==> src/hdl/ppgt_pkg.sv <==
// Package with codes, timing constants and shared types of the presence and gesture tracker.
`timescale 1ns / 1ps

package ppgt_pkg;

   // Presence state codes, as shown on the result channel.
   localparam logic [1:0] ST_NONE     = 2'd0;
   localparam logic [1:0] ST_APPROACH = 2'd1;
   localparam logic [1:0] ST_NEAR     = 2'd2;
   localparam logic [1:0] ST_LEFT     = 2'd3;

   // Presence event codes.
   localparam logic [2:0] EV_NONE        = 3'd0;
   localparam logic [2:0] EV_DETECTED    = 3'd1;
   localparam logic [2:0] EV_APPROACHING = 3'd2;
   localparam logic [2:0] EV_LEFT        = 3'd3;
   localparam logic [2:0] EV_ERROR       = 3'd4;

   // Gesture event codes.
   localparam logic [1:0] G_NONE     = 2'd0;
   localparam logic [1:0] G_HOVER    = 2'd1;
   localparam logic [1:0] G_APPROACH = 2'd2;
   localparam logic [1:0] G_RETREAT  = 2'd3;

   // Configuration register indexes.
   localparam logic [2:0] REG_MAX_VALID       = 3'd0;
   localparam logic [2:0] REG_NEARBY_ENTER    = 3'd1;
   localparam logic [2:0] REG_NEARBY_EXIT     = 3'd2;
   localparam logic [2:0] REG_APPROACH_ENTER  = 3'd3;
   localparam logic [2:0] REG_APPROACH_EXIT   = 3'd4;
   localparam logic [2:0] REG_CONFIRM         = 3'd5;
   localparam logic [2:0] REG_SAMPLE_INTERVAL = 3'd6;
   localparam logic [2:0] REG_GESTURES_EN     = 3'd7;

   // Gesture timing and distance constants, and the presence candidate count limit.
   localparam logic signed [16:0] MOVE_THRESHOLD_MM = 17'sd250;
   localparam logic signed [16:0] HOVER_JITTER_MM   = 17'sd45;
   localparam logic [31:0]        MOVE_WINDOW_MS    = 32'd450;
   localparam logic [31:0]        HOVER_HOLD_MS     = 32'd1000;
   localparam logic [31:0]        COOLDOWN_MS       = 32'd700;
   localparam logic [7:0]         COUNT_MAX         = 8'd255;

   typedef struct packed {
      logic [15:0] reference_mm;
      logic [31:0] reference_time;
      logic [31:0] hover_start;
      logic        hover_reported;
      logic [31:0] cooldown_until;
   } gesture_state_type;

endpackage

==> src/hdl/ppgt_gesture.sv <==
// Gesture detector: next gesture tracking state and gesture code for one sample.
`timescale 1ns / 1ps

module ppgt_gesture import ppgt_pkg::*; (
   input  logic [31:0]       now_ms,
   input  logic [15:0]       distance_mm,
   input  logic [15:0]       max_valid_mm,
   input  logic [15:0]       nearby_enter_mm,
   input  gesture_state_type state_cur,
   output gesture_state_type state_next,
   output logic [1:0]        gesture
);

   logic signed [16:0] delta;
   logic               jitter_ok;
   logic               big_move;
   logic               in_window;
   logic               in_cooldown;
   logic [31:0]        hover_age;

   assign delta = $signed({1'b0, distance_mm}) - $signed({1'b0, state_cur.reference_mm});
   assign jitter_ok = (delta <= HOVER_JITTER_MM) && (delta >= -HOVER_JITTER_MM);
   assign big_move = (delta <= -MOVE_THRESHOLD_MM) || (delta >= MOVE_THRESHOLD_MM);
   assign in_window = (now_ms - state_cur.reference_time) <= MOVE_WINDOW_MS;
   assign in_cooldown = now_ms < state_cur.cooldown_until;
   assign hover_age = now_ms - state_cur.hover_start;

   always_comb begin
      state_next = state_cur;
      gesture = G_NONE;
      if (distance_mm == 16'd0 || distance_mm > max_valid_mm) begin
         state_next.reference_mm = 16'd0;
         state_next.hover_start = 32'd0;
         state_next.hover_reported = 1'b0;
      end else if (state_cur.reference_mm == 16'd0) begin
         state_next.reference_mm = distance_mm;
         state_next.reference_time = now_ms;
         state_next.hover_start = now_ms;
      end else begin
         if (jitter_ok) begin
            // An unset hover start restarts at this tick, so it cannot report yet.
            if (state_cur.hover_start == 32'd0) begin
               state_next.hover_start = now_ms;
            end else if (!state_cur.hover_reported && distance_mm <= nearby_enter_mm &&
                         hover_age >= HOVER_HOLD_MS) begin
               state_next.hover_reported = 1'b1;
               gesture = G_HOVER;
            end
         end else begin
            state_next.hover_start = now_ms;
            state_next.hover_reported = 1'b0;
         end

         if (in_cooldown) begin
            if (!in_window) begin
               state_next.reference_mm = distance_mm;
               state_next.reference_time = now_ms;
            end
         end else if (in_window) begin
            if (big_move) begin
               gesture = delta[16] ? G_APPROACH : G_RETREAT;
               state_next.cooldown_until = now_ms + COOLDOWN_MS;
               state_next.reference_mm = distance_mm;
               state_next.reference_time = now_ms;
            end
         end else begin
            state_next.reference_mm = distance_mm;
            state_next.reference_time = now_ms;
         end
      end
   end

endmodule

==> src/hdl/proximity_presence_gesture_tracker_top.sv <==
// Top level of the proximity presence and gesture tracker.
//
// The req channel carries one update tick per beat: a wrapping millisecond
// timestamp, a range sample and a sensor timeout flag. Each accepted beat
// produces exactly one rsp beat with the committed presence state, the
// presence and gesture events, the event distance and the committed distance.
// All of the work for a tick is done in the cycle it is accepted, and the
// result is registered, so a response appears in the cycle after acceptance.
// A new tick can be accepted every cycle while the receiver takes each
// result; throughput is one beat per cycle, set by the single result register.
// When the receiver stalls, the result register holds its beat and req_ready
// drops until that beat is taken; ready returns in the same cycle that
// rsp_ready is seen high.
// Configuration registers are written through the csr port, one per cycle,
// and should only be changed while no tick is in flight.
// Synchronous reset restores all configuration defaults, clears the
// presence and gesture tracking state and empties the result register.
`timescale 1ns / 1ps

module proximity_presence_gesture_tracker_top import ppgt_pkg::*; (
   input  logic        clock,
   input  logic        reset,
   input  logic        req_valid,
   output logic        req_ready,
   input  logic [31:0] req_now_ms,
   input  logic [15:0] req_distance_mm,
   input  logic        req_sensor_timeout,
   output logic        rsp_valid,
   input  logic        rsp_ready,
   output logic [1:0]  rsp_presence_state,
   output logic [2:0]  rsp_presence_event,
   output logic [1:0]  rsp_gesture_event,
   output logic [15:0] rsp_event_distance_mm,
   output logic [15:0] rsp_committed_distance_mm,
   input  logic        csr_wr_en,
   input  logic [2:0]  csr_index,
   input  logic [15:0] csr_wdata
);

   // Configuration registers.
   logic [15:0] max_valid_ff;
   logic [15:0] nearby_enter_ff;
   logic [15:0] nearby_exit_ff;
   logic [15:0] approach_enter_ff;
   logic [15:0] approach_exit_ff;
   logic [7:0]  confirm_ff;
   logic [15:0] interval_ff;
   logic        gestures_en_ff;

   // Tracking state.
   logic [1:0]        cur_state_ff, cur_state_in;
   logic [1:0]        cand_state_ff, cand_state_in;
   logic [7:0]        cand_count_ff, cand_count_in;
   logic [31:0]       last_time_ff, last_time_in;
   logic [15:0]       committed_ff, committed_in;
   gesture_state_type gest_ff, gest_in;

   // Result register.
   logic        rsp_valid_ff, rsp_valid_in;
   logic [1:0]  out_state_ff, out_state_in;
   logic [2:0]  out_pev_ff, out_pev_in;
   logic [1:0]  out_gev_ff, out_gev_in;
   logic [15:0] out_edist_ff, out_edist_in;
   logic [15:0] out_committed_ff, out_committed_in;

   gesture_state_type gest_next;
   logic [1:0]        gest_code;
   logic              accept;

   logic [1:0]  cur;
   logic [1:0]  seen;
   logic [7:0]  count;
   logic [1:0]  cand;
   logic        gated_ok;
   logic        mm_valid;

   assign req_ready = !rsp_valid_ff || rsp_ready;
   assign accept = req_valid && req_ready;

   assign rsp_valid = rsp_valid_ff;
   assign rsp_presence_state = out_state_ff;
   assign rsp_presence_event = out_pev_ff;
   assign rsp_gesture_event = out_gev_ff;
   assign rsp_event_distance_mm = out_edist_ff;
   assign rsp_committed_distance_mm = out_committed_ff;

   ppgt_gesture u_gesture (
      .now_ms          (req_now_ms),
      .distance_mm     (req_distance_mm),
      .max_valid_mm    (max_valid_ff),
      .nearby_enter_mm (nearby_enter_ff),
      .state_cur       (gest_ff),
      .state_next      (gest_next),
      .gesture         (gest_code)
   );

   assign gated_ok = (req_now_ms - last_time_ff) >= {16'd0, interval_ff};
   assign mm_valid = (req_distance_mm != 16'd0) && (req_distance_mm <= max_valid_ff);
   // A LEFT state from the previous tick collapses before anything else.
   assign cur = (cur_state_ff == ST_LEFT) ? ST_NONE : cur_state_ff;
   assign cand = (cur_state_ff == ST_LEFT) ? ST_NONE : cand_state_ff;
   assign count = (cur_state_ff == ST_LEFT) ? 8'd0 : cand_count_ff;

   // Hysteresis classification against the collapsed current state.
   always_comb begin
      seen = ST_NONE;
      if (mm_valid) begin
         case (cur)
            ST_NEAR: begin
               if (req_distance_mm > approach_exit_ff) seen = ST_NONE;
               else if (req_distance_mm > nearby_exit_ff) seen = ST_APPROACH;
               else seen = ST_NEAR;
            end
            ST_APPROACH: begin
               if (req_distance_mm <= nearby_enter_ff) seen = ST_NEAR;
               else if (req_distance_mm > approach_exit_ff) seen = ST_NONE;
               else seen = ST_APPROACH;
            end
            default: begin
               if (req_distance_mm <= nearby_enter_ff) seen = ST_NEAR;
               else if (req_distance_mm <= approach_enter_ff) seen = ST_APPROACH;
               else seen = ST_NONE;
            end
         endcase
      end
   end

   always_comb begin
      cur_state_in = cur_state_ff;
      cand_state_in = cand_state_ff;
      cand_count_in = cand_count_ff;
      last_time_in = last_time_ff;
      committed_in = committed_ff;
      gest_in = gest_ff;
      out_pev_in = EV_NONE;
      out_gev_in = G_NONE;
      out_edist_in = 16'd0;
      if (accept) begin
         cur_state_in = cur;
         cand_state_in = cand;
         cand_count_in = count;
         if (gated_ok) begin
            last_time_in = req_now_ms;
            if (req_sensor_timeout) begin
               out_pev_in = EV_ERROR;
            end else begin
               if (gestures_en_ff) begin
                  gest_in = gest_next;
                  out_gev_in = gest_code;
                  if (gest_code != G_NONE) out_edist_in = req_distance_mm;
               end
               if (seen == cand) begin
                  if (count != COUNT_MAX) cand_count_in = count + 8'd1;
               end else begin
                  cand_state_in = seen;
                  cand_count_in = 8'd1;
               end
               if (cand_count_in >= confirm_ff && seen != cur) begin
                  cur_state_in = seen;
                  committed_in = (seen == ST_NONE) ? 16'd0 : req_distance_mm;
                  if (seen == ST_NEAR) begin
                     out_pev_in = EV_DETECTED;
                     out_edist_in = req_distance_mm;
                  end else if (seen == ST_APPROACH) begin
                     if (cur == ST_NONE) begin
                        out_pev_in = EV_APPROACHING;
                        out_edist_in = req_distance_mm;
                     end
                  end else if (cur != ST_NONE) begin
                     cur_state_in = ST_LEFT;
                     out_pev_in = EV_LEFT;
                     out_edist_in = 16'd0;
                  end
               end
            end
         end
      end
      out_state_in = cur_state_in;
      out_committed_in = committed_in;
      if (accept) rsp_valid_in = 1'b1;
      else if (rsp_ready) rsp_valid_in = 1'b0;
      else rsp_valid_in = rsp_valid_ff;
   end

   always_ff @(posedge clock) begin
      if (reset) begin
         max_valid_ff <= 16'd1200;
         nearby_enter_ff <= 16'd300;
         nearby_exit_ff <= 16'd400;
         approach_enter_ff <= 16'd800;
         approach_exit_ff <= 16'd1000;
         confirm_ff <= 8'd3;
         interval_ff <= 16'd50;
         gestures_en_ff <= 1'b1;
      end else if (csr_wr_en) begin
         case (csr_index)
            REG_MAX_VALID:       max_valid_ff <= csr_wdata;
            REG_NEARBY_ENTER:    nearby_enter_ff <= csr_wdata;
            REG_NEARBY_EXIT:     nearby_exit_ff <= csr_wdata;
            REG_APPROACH_ENTER:  approach_enter_ff <= csr_wdata;
            REG_APPROACH_EXIT:   approach_exit_ff <= csr_wdata;
            REG_CONFIRM:         confirm_ff <= csr_wdata[7:0];
            REG_SAMPLE_INTERVAL: interval_ff <= csr_wdata;
            REG_GESTURES_EN:     gestures_en_ff <= csr_wdata[0];
            default: ;
         endcase
      end
   end

   always_ff @(posedge clock) begin
      if (reset) begin
         cur_state_ff <= ST_NONE;
         cand_state_ff <= ST_NONE;
         cand_count_ff <= 8'd0;
         last_time_ff <= 32'd0;
         committed_ff <= 16'd0;
         gest_ff <= '0;
         rsp_valid_ff <= 1'b0;
      end else begin
         cur_state_ff <= cur_state_in;
         cand_state_ff <= cand_state_in;
         cand_count_ff <= cand_count_in;
         last_time_ff <= last_time_in;
         committed_ff <= committed_in;
         gest_ff <= gest_in;
         rsp_valid_ff <= rsp_valid_in;
      end
   end

   always_ff @(posedge clock) begin
      if (accept) begin
         out_state_ff <= out_state_in;
         out_pev_ff <= out_pev_in;
         out_gev_ff <= out_gev_in;
         out_edist_ff <= out_edist_in;
         out_committed_ff <= out_committed_in;
      end
   end

`ifndef ASSERT_OFF
   // LEFT always collapses on the next beat and cannot be re-entered from there.
   a_left_collapses: assert property (@(posedge clock) disable iff (reset)
      (cur_state_ff == ST_LEFT && accept) |=> (cur_state_ff != ST_LEFT))
      else $error("LEFT state held across two beats");

   // With no person present, no committed distance is kept.
   a_no_person_distance: assert property (@(posedge clock) disable iff (reset)
      (cur_state_ff == ST_NONE || cur_state_ff == ST_LEFT) |-> (committed_ff == 16'd0))
      else $error("committed distance set while no person present");

   // A departure beat reports LEFT with a zero distance.
   a_left_event: assert property (@(posedge clock) disable iff (reset)
      (rsp_valid && rsp_presence_event == EV_LEFT) |->
      (rsp_event_distance_mm == 16'd0 && rsp_presence_state == ST_LEFT))
      else $error("departure beat with wrong state or distance");

   // A sensor error beat carries no gesture.
   a_error_no_gesture: assert property (@(posedge clock) disable iff (reset)
      (rsp_valid && rsp_presence_event == EV_ERROR) |-> (rsp_gesture_event == G_NONE))
      else $error("gesture reported on a sensor error beat");
`endif

endmodule

==> config.mk <==
export PLATFORM = sky130hd
export DESIGN_NAME = proximity_presence_gesture_tracker_top
export DESIGN_NICKNAME = d
export VERILOG_FILES = /design/src/hdl/ppgt_pkg.sv /design/src/hdl/ppgt_gesture.sv /design/src/hdl/proximity_presence_gesture_tracker_top.sv
export SDC_FILE = /design/constraint.sdc
export NUM_CORES = 1
export LEC_CHECK = 0
export BUFFER_PORTS_ARGS = -buffer_cell sky130_fd_sc_hd__buf_2
export CELL_PAD_IN_SITES_DETAIL_PLACEMENT = 1
export CELL_PAD_IN_SITES_GLOBAL_PLACEMENT = 1
export CORE_UTILIZATION = 43
export DETAILED_ROUTE_END_ITERATION = 12
export PLACE_DENSITY = 0.79
export SLEW_MARGIN = 20
export SYNTH_ARGS = -nofsm -noshare
export SYNTH_HDL_FRONTEND = slang
export SYNTH_SLANG_ARGS = --single-unit
export TNS_END_PERCENT = 30
==> constraint.sdc <==
create_clock -name clock -period 5.7 [get_ports clock]
set_input_delay 0.285 -clock clock [delete_from_list [all_inputs] [get_ports clock]]
set_output_delay 0.285 -clock clock [all_outputs]
set_load 0.02 [all_outputs]
==> key figures, run 1 <==
Outcome
  • Status: finished clean

Timing
  • Max Slew Vio Count: 0
  • RSZ-0062 raised after global routing: false
  • Worst hold margin: between 60 and 70 ps
  • Fmax: about 190 MHz
  • Final setup viols: 0
  • Worst Skew: 20.84 ps
  • Crit path time final: between 5000 and 6000 ps
  • Max-slew headroom: 24.62%
  • Hold Fails Final Rpt: 0
  • Slew @ Worst Pin: 1131 ps
  • Tcrit/Tclk final: a little over nine tenths

Finish
  • Most frequent cells in the layout: 379 x nand2_1, 325 x inv_1, 315 x a21oi_1, 279 x dfxtp_1, 250 x ha_1
  • Area taken by multi-input logic gates: 15980 µm²
  • Register area: 6756 µm²
  • Layout Nets: roughly 3.6k
  • Fillcell total: roughly 7k
  • Ratio of cells with drive above 1 in the final layout: 10.14%
  • Area delta synth->final: 13.37%
  • Cell area after layout: between 20000 and 30000 µm²
  • Diode count: 0
  • Cell Count, Final, Fillers Out: 4089
  • Commonest non-fill, non-tap cell in the layout: nand2_1

Clocking
  • Clk_lat worst skew: between 500 and 600 ps
  • CTS root buf: clkbuf_16
  • Clock tree buffer depth: 3
  • H-tree Lvls: 2
  • CTS clk-pin slew, worst paths: ~60 ps
  • CTS tree: built
  • Num CTS Buffers: 40
  • CTS Sinks: 318

Synth
  • Post-synthesis sequential area ratio: between 20% and 30%
  • XOR/XNOR Fraction of Synth Area: just over 3%
  • Post-Synth Simple-Gate Area: roughly 23%
  • Unique masters post-synth: 95
  • Share of synthesized flip-flops with an asynchronous set or reset: 0%
  • Largest family of logic cells by synthesized area: simple AND/OR/NAND/NOR gates
  • Mapped cell area: roughly 24000 µm²
  • Mapped Nets: between 3k and 4k
  • Ys flop type: dfxtp_1
  • Post-synth EDFFs: 39
  • Post-synthesis mux area share: around 3.7%
  • Avg Cell Area, Syn: 7.628 µm²
  • Adder-cell share of the synthesized area: 13.17%
  • Syn Inst Count: 3207
  • #FFs+latches synth: between 300 and 400
  • Synth Area in Compound Gates: between 20% and 30%
  • Synth warn: 0

Worst setup path
  • R2r startpoint: last_time_ff[0]
  • Worst r2r dst: gest_ff[83]
  • Worst setup path class: flip-flop to flip-flop
  • Critical Path Sink Type: flip-flop
  • WP data arrival: 5830 ps
  • Startpoint types: flip-flop
  • Worst r2r path cells: 22
  • CP max FO: 23
  • Worst path required time: 6140 ps
  • Worst reg2reg setup slack: approximately 310 ps

Detailed routing
  • 1st-pass router iterations: 5
  • DR WL/cell: ~22 µm
  • Via Count: about 24k
  • Initial DRC count: around 1.7k
  • Vias per inst: about 6
  • Antenna Nets Post-Route: 0
  • DRC viols: 0
  • Routed WL: just over 90000 µm

Min path
  • Hold Path Depth: 3
  • Hold endpoint: approach_enter_ff[14]
  • Hold WC Path Type: input port to flip-flop
  • Min-delay src: csr_wdata[14]

Power
  • Worst VDD drop: roughly 0.21 mV
  • Tot Pwr: 6.790 mW
  • Power Density: roughly 240 nW/µm²
  • LEAKAGE: roughly 10 nW

Global routing
  • Tot GR Track Use: 31.39%
  • First-pass GRT wire length: ~140000 µm
  • Vias in the first global route: roughly 25k
  • Initial antenna violation count: 1
  • Congestion Overflow GR: 0
  • Largest net degree at the start of global routing: around 210

Placement
  • DP Area: 26230 µm²
  • Port Buffers: 113
  • Dpl cells: approximately 4.0k
  • DP HPWL: approximately 69000 µm
  • Gpl congestion: roughly 1

Floorplanning
  • Die Height: approximately 240 µm
  • Cell row count: 87
  • Die area: 57850 µm²
  • Core area: 56280 µm²
  • IO Count: about 110
  • Chip width: about 240 µm
  • Initial core utilization: 43.47%

Flow run
  • Max Cap Viol: 0
synth_stat cells (all sizes together) (6+ instances only):
cell type | instances | area [µm²]
nand2 | 379 | 1423
inv | 326 | 1224
a21oi | 315 | 1577
dfxtp | 279 | 5585
ha | 251 | 3141
nor2 | 204 | 765.7
o21ai | 195 | 975.9
clkbuf | 128 | 481.7
nand2b | 100 | 625.6
nand3 | 92 | 460.4
mux2i | 84 | 840.8
nand4 | 76 | 475.5
nor2b | 54 | 337.8
xnor2 | 53 | 464.2
a211oi | 49 | 372.9
nor3 | 46 | 235.2
nor4 | 44 | 281.5
o21a | 41 | 307.8
edfxtp | 39 | 1171
a211o | 35 | 306.5
xor2 | 32 | 280.3
a21o | 30 | 225.2
o211ai | 30 | 230.2
buf | 25 | 143.9
o31ai | 23 | 236.5
and3 | 21 | 131.4
nand3b | 20 | 150.1
and2 | 16 | 100.1
o22ai | 14 | 87.58
a31oi | 13 | 81.33
a2111oi | 12 | 111.4
or2 | 11 | 68.82
or3 | 11 | 68.82
a21boi | 9 | 67.56
o2111ai | 9 | 78.83
o21bai | 9 | 67.56
nor3b | 8 | 60.06
o221ai | 8 | 76.32
or4 | 8 | 63.81
and4 | 7 | 61.31
nor4b | 6 | 52.55
o2bb2ai | 6 | 52.55
o32ai | 6 | 52.55
registers in the layout, indices dropped and copies added, names as in the netlist:
register,cells
cand_state_ff,2
interval_ff,16
rsp_presence_state,2
approach_enter_ff,16
rsp_gesture_event,2
rsp_committed_distance_mm,16
confirm_ff,8
nearby_exit_ff,16
cur_state_ff,2
cand_count_ff,8
last_time_ff,32
rsp_valid,1
rsp_presence_event,3
gest_ff,113
approach_exit_ff,16
committed_ff,16
gestures_en_ff,1
rsp_event_distance_mm,16
nearby_enter_ff,16
max_valid_ff,16
what timing repair did:
action,CTS,global route
pin swaps,1,3
gates resized for setup,0,19
cloned,0,0
setup endpoints to repair,2,142
hold endpoints to repair,1,0
buffers inserted,1,2
hold buffers,1,0
report_power, final:
part           switching [mW]  total (mW)  internal, mW
registers              0.0374        2.37          2.33
logic                    1.11        1.72         0.613
clock network            1.08        2.70          1.62
total                    2.22        6.79          4.57
metal layers:
metal	vias to the layer above	track usage, %	share of wire (%)
met5	-	0	0
met4	0	8.898	2.7
met3	142	4.145	5.9
met2	627	50.72	45
met1	12190	43.47	46
li1	11540	-	-
cell type report:
class | instances | share of cell area (%)
flip-flops and latches | 318 | 24.36
clock buffers | 55 | 4.210
clock inverters | 16 | 0.7715
inverters | 326 | 4.413
repair buffers | 208 | 5.211
well taps | 756 | 3.411
multi-input cells | 2410 | 57.62
stage by stage:
stage	setup slack, ps	util [%]	setup TNS (ps)
2_1_floorplan	410.3	-	0
3_3_place_gp	65.30	46.58	0
3_5_place_dp	-128.8	46.60	-519.2
4_1_cts	37.82	49.09	0
5_1_grt	13.75	49.28	0
6_report	312.3	49.28	0
critical path: stages, from the launching register on:
cell	delay [ps]
dfxtp_1	350
ha_2	250
inv_1	70
fa_1	460
a211oi_2	270
o211ai_2	130
a41oi_2	260
o21ai_1	130
xor2_1	160
ha_1	200
a211oi_1	230
nor2_1	90
a2111oi_0	340
nand3_1	110
nand2b_1	160
a211o_1	240
or4_4	570
o311ai_4	320
buf_12	180
or2_1	220
a211oi_4	120
buf_12	220
mux2i_1	150
worst max path at each step:
stage                         start                   endpoint  slack, ps  cells after the start
5_1_grt             last_time_ff[0]                gest_ff[73]         10                     22
2_1_floorplan    nearby_exit_ff[12]  rsp_event_distance_mm[10]        410                     27
4_1_cts        approach_exit_ff[15]   rsp_event_distance_mm[5]         40                     26
6_report            last_time_ff[0]                gest_ff[83]        310                     22
3_3_place_gp     req_distance_mm[6]           committed_ff[14]         70                     24
3_5_place_dp    req_distance_mm[12]            committed_ff[1]       -130                     26
cells by family (layout without fill, tap and decap cells):
logic type                 after synthesis  after routing
xor gates and xnor gates                85             85
muxes                                   89             89
buffers and inverters                  479            605
and+or+nand+nor                       1121           1121
DFF                                    318            318
AOI/OAI and AO/OA                      860            860
adders and majority gates              255            255
No activity file was read; power rests on OpenSTA's default activity.
==> inputs of run 2 (changes only) <==
--- a/config.mk
+++ b/config.mk
@@ -8,9 +8,9 @@
 export BUFFER_PORTS_ARGS = -buffer_cell sky130_fd_sc_hd__buf_2
 export CELL_PAD_IN_SITES_DETAIL_PLACEMENT = 1
 export CELL_PAD_IN_SITES_GLOBAL_PLACEMENT = 1
-export CORE_UTILIZATION = 43
+export CORE_UTILIZATION = 40
 export DETAILED_ROUTE_END_ITERATION = 12
-export PLACE_DENSITY = 0.79
+export PLACE_DENSITY = 0.75
 export SLEW_MARGIN = 20
 export SYNTH_ARGS = -nofsm -noshare
 export SYNTH_HDL_FRONTEND = slang
==> run 2 against run 1 <==
Against the previous run:
- clock skew rose by 11 ps
- core utilization down 3.1 points
- first-iteration DRC count down 8.7%
- setup slack lost 41 ps
- critical path type unchanged
==> key figures, run 2 (synthesis gave the netlist of run 1 again) <==
Detailed routing
  • Via Count: 24.47k (was 24.50k)
  • DR WL/cell: 22.54 µm (was 22.40 µm)
  • Initial DRC count: 1569 (was 1719)
  • Vias per inst: 5.929 (was 5.991)
  • Routed WL: 93020 µm (was 91590 µm)
  • 1st-pass router iterations: 5 (unchanged)
  • Antenna Nets Post-Route: 0 (unchanged)
  • DRC viols: 0 (unchanged)

Finish
  • Cell area after layout: 27890 µm² (was 27730 µm²)
  • Area delta synth->final: 14.01% (was 13.37%)
  • Area taken by multi-input logic gates: 15980 µm² (about the same)
  • Ratio of cells with drive above 1 in the final layout: 10.40% (was 10.14%)
  • Fillcell total: 7400 (was 6987)
  • Cell Count, Final, Fillers Out: 4127 (was 4089)
  • Most frequent cells in the layout: 379 x nand2_1, 325 x inv_1, 315 x a21oi_1, 279 x dfxtp_1, 251 x ha_1 (was 379 x nand2_1, 325 x inv_1, 315 x a21oi_1, 279 x dfxtp_1, 250 x ha_1)
  • Top Registers: gest_ff x113, last_time_ff x32 (unchanged)
  • Commonest non-fill, non-tap cell in the layout: nand2_1 (unchanged)
  • Final Core Density: 46.21% (was 49.28%)
  • Most flops, register: gest_ff (unchanged)
  • Layout Nets: 3642 (was 3632)
  • Diode count: 0 (unchanged)
  • Register area: 6756 µm² (unchanged)
  • Largest register FFs: 113 (unchanged)

Clocking
  • CTS tree: built (unchanged)
  • Num CTS Buffers: 41 (was 40)
  • CTS Sinks: 318 (unchanged)
  • Clock tree buffer depth: 3 (unchanged)
  • CTS clk-pin slew, worst paths: 60 ps (about the same)
  • CTS root buf: clkbuf_16 (unchanged)
  • H-tree Lvls: 2 (unchanged)
  • Clk_lat worst skew: 590 ps (was 570 ps)

Floorplanning
  • Die Height: 249.3 µm (was 240.5 µm)
  • IO Count: 114 (unchanged)
  • Initial core utilization: 40.53% (was 43.47%)
  • Core area: 60360 µm² (was 56280 µm²)
  • Die area: 62150 µm² (was 57850 µm²)
  • Cell row count: 90 (was 87)
  • Chip width: 249.3 µm (was 240.5 µm)

Min path
  • Hold WC Path Type: input port to flip-flop (unchanged)
  • Hold Path Depth: 3 (unchanged)

Worst setup path
  • Startpoint types: flip-flop (unchanged)
  • Worst r2r path cells: 28 (was 22)
  • Worst setup path class: flip-flop to flip-flop (unchanged)
  • WP data arrival: 5730 ps (was 5830 ps)
  • Crit path top cell by count: buf_4 (was buf_12)
  • CP max FO: 17 (was 23)
  • CP Buf/Inv Count: 5 (was 3)
  • Crit-path slowest cell: dfxtp_1 (was or4_4)
  • Critical Path Sink Type: flip-flop (unchanged)
  • Worst path required time: 6000 ps (was 6140 ps)
  • Family with the most delay on the worst path: compound AO/OA/AOI/OAI gates (unchanged)
  • Max incr delay on CP: 380 ps (was 570 ps)
  • Critical Path Stages: 28 (was 22)

Timing
  • Max-slew headroom: 33.43% (was 24.62%)
  • Slew @ Worst Pin: 994.8 ps (was 1131 ps)
  • Fmax: 184.2 MHz (was 185.6 MHz)
  • RSZ-0062 raised after global routing: true (was false)
  • Final setup viols: 0 (unchanged)
  • Setup TNS: 0 ps (unchanged)
  • Hold Fails Final Rpt: 0 (unchanged)
  • Worst hold margin: 23.40 ps (was 63.62 ps)
  • Max Slew Vio Count: 0 (unchanged)
  • Tcrit/Tclk final: 95.24% (was 94.52%)
  • Final WS setup: 271.2 ps (was 312.3 ps)
  • Worst Skew: 31.68 ps (was 20.84 ps)
  • Crit path time final: 5429 ps (was 5388 ps)

Placement
  • Gpl congestion: 0.9397 (was 0.9749)
  • Port Buffers: 113 (unchanged)
  • Dpl cells: 4046 (was 4014)
  • DP Area: 26290 µm² (was 26230 µm²)
  • Pre-CTS setup slack: -97.02 ps (was -128.8 ps)
  • DP HPWL: 70880 µm (was 69340 µm)

Global routing
  • Largest net degree at the start of global routing: 189 (was 213)
  • Vias in the first global route: 25.05k (was 25.06k)
  • First-pass GRT wire length: 143900 µm (was 142000 µm)
  • Initial antenna violation count: 2 (was 1)
  • Congestion Overflow GR: 0 (unchanged)
  • Tot GR Track Use: 29.19% (was 31.39%)

Outcome
  • Status: finished clean (unchanged)

Flow run
  • Max Cap Viol: 0 (unchanged)

Power
  • Power Density: 248.1 nW/µm² (was 244.9 nW/µm²)
  • LEAKAGE: 10.52 nW (was 10.44 nW)
  • Tot Pwr: 6.919 mW (was 6.790 mW)
  • Worst VDD drop: 0.1919 mV (was 0.2124 mV)
run 2: layout make-up:
| cell class | instances | share of cell area (%) |
|---|---|---|
| clock inverters | 22 | 1.018 |
| multi-input cells | 2411 | 57.31 |
| well taps | 782 | 3.508 |
| clock buffers | 52 | 4.226 |
| inverters | 326 | 4.392 |
| repair buffers | 216 | 5.321 |
| flip-flops and latches | 318 | 24.23 |
run 2: repair_timing:
| action | CTS | global route |
|---|---|---|
| hold buffers | 1 | 0 |
| endpoints found under the setup margin | 0 | 54 |
| gates resized for setup | 0 | 14 |
| hold endpoints to repair | 1 | 0 |
| setup buffers | 0 | 5 |
run 2: per-layer routing:
layer,global-route usage [%],wire length [µm],up-vias
li1,-,-,11560
met5,0,24,-
met4,8.677,2488,4
met1,40.59,43830,12190
met3,3.166,4505,128
met2,47.33,42170,588
run 2: worst paths after layout:
| kind | start | to | slack (ps) |
|---|---|---|---|
| setup reg to reg | approach_exit_ff[10] | rsp_event_distance_mm[8] | 270 |
| setup / recovery | approach_exit_ff[10] | rsp_event_distance_mm[8] | 270 |
| hold reg to reg | cand_count_ff[4] | cand_count_ff[4] | 440 |
| hold / removal | rsp_ready | rsp_valid | 20 |
run 2: tightest hold or removal path, delay by kind of cell:
family	cells	cell delay, ps
compound gates	1	70
buf+inv	1	70
simple gates	1	130
run 2: power breakdown:
| part | switching, mW | total [mW] | internal [mW] |
|---|---|---|---|
| logic | 1.12 | 1.74 | 0.617 |
| clock network | 1.11 | 2.81 | 1.70 |
| registers | 0.0361 | 2.37 | 2.33 |
| total | 2.27 | 6.92 | 4.65 |
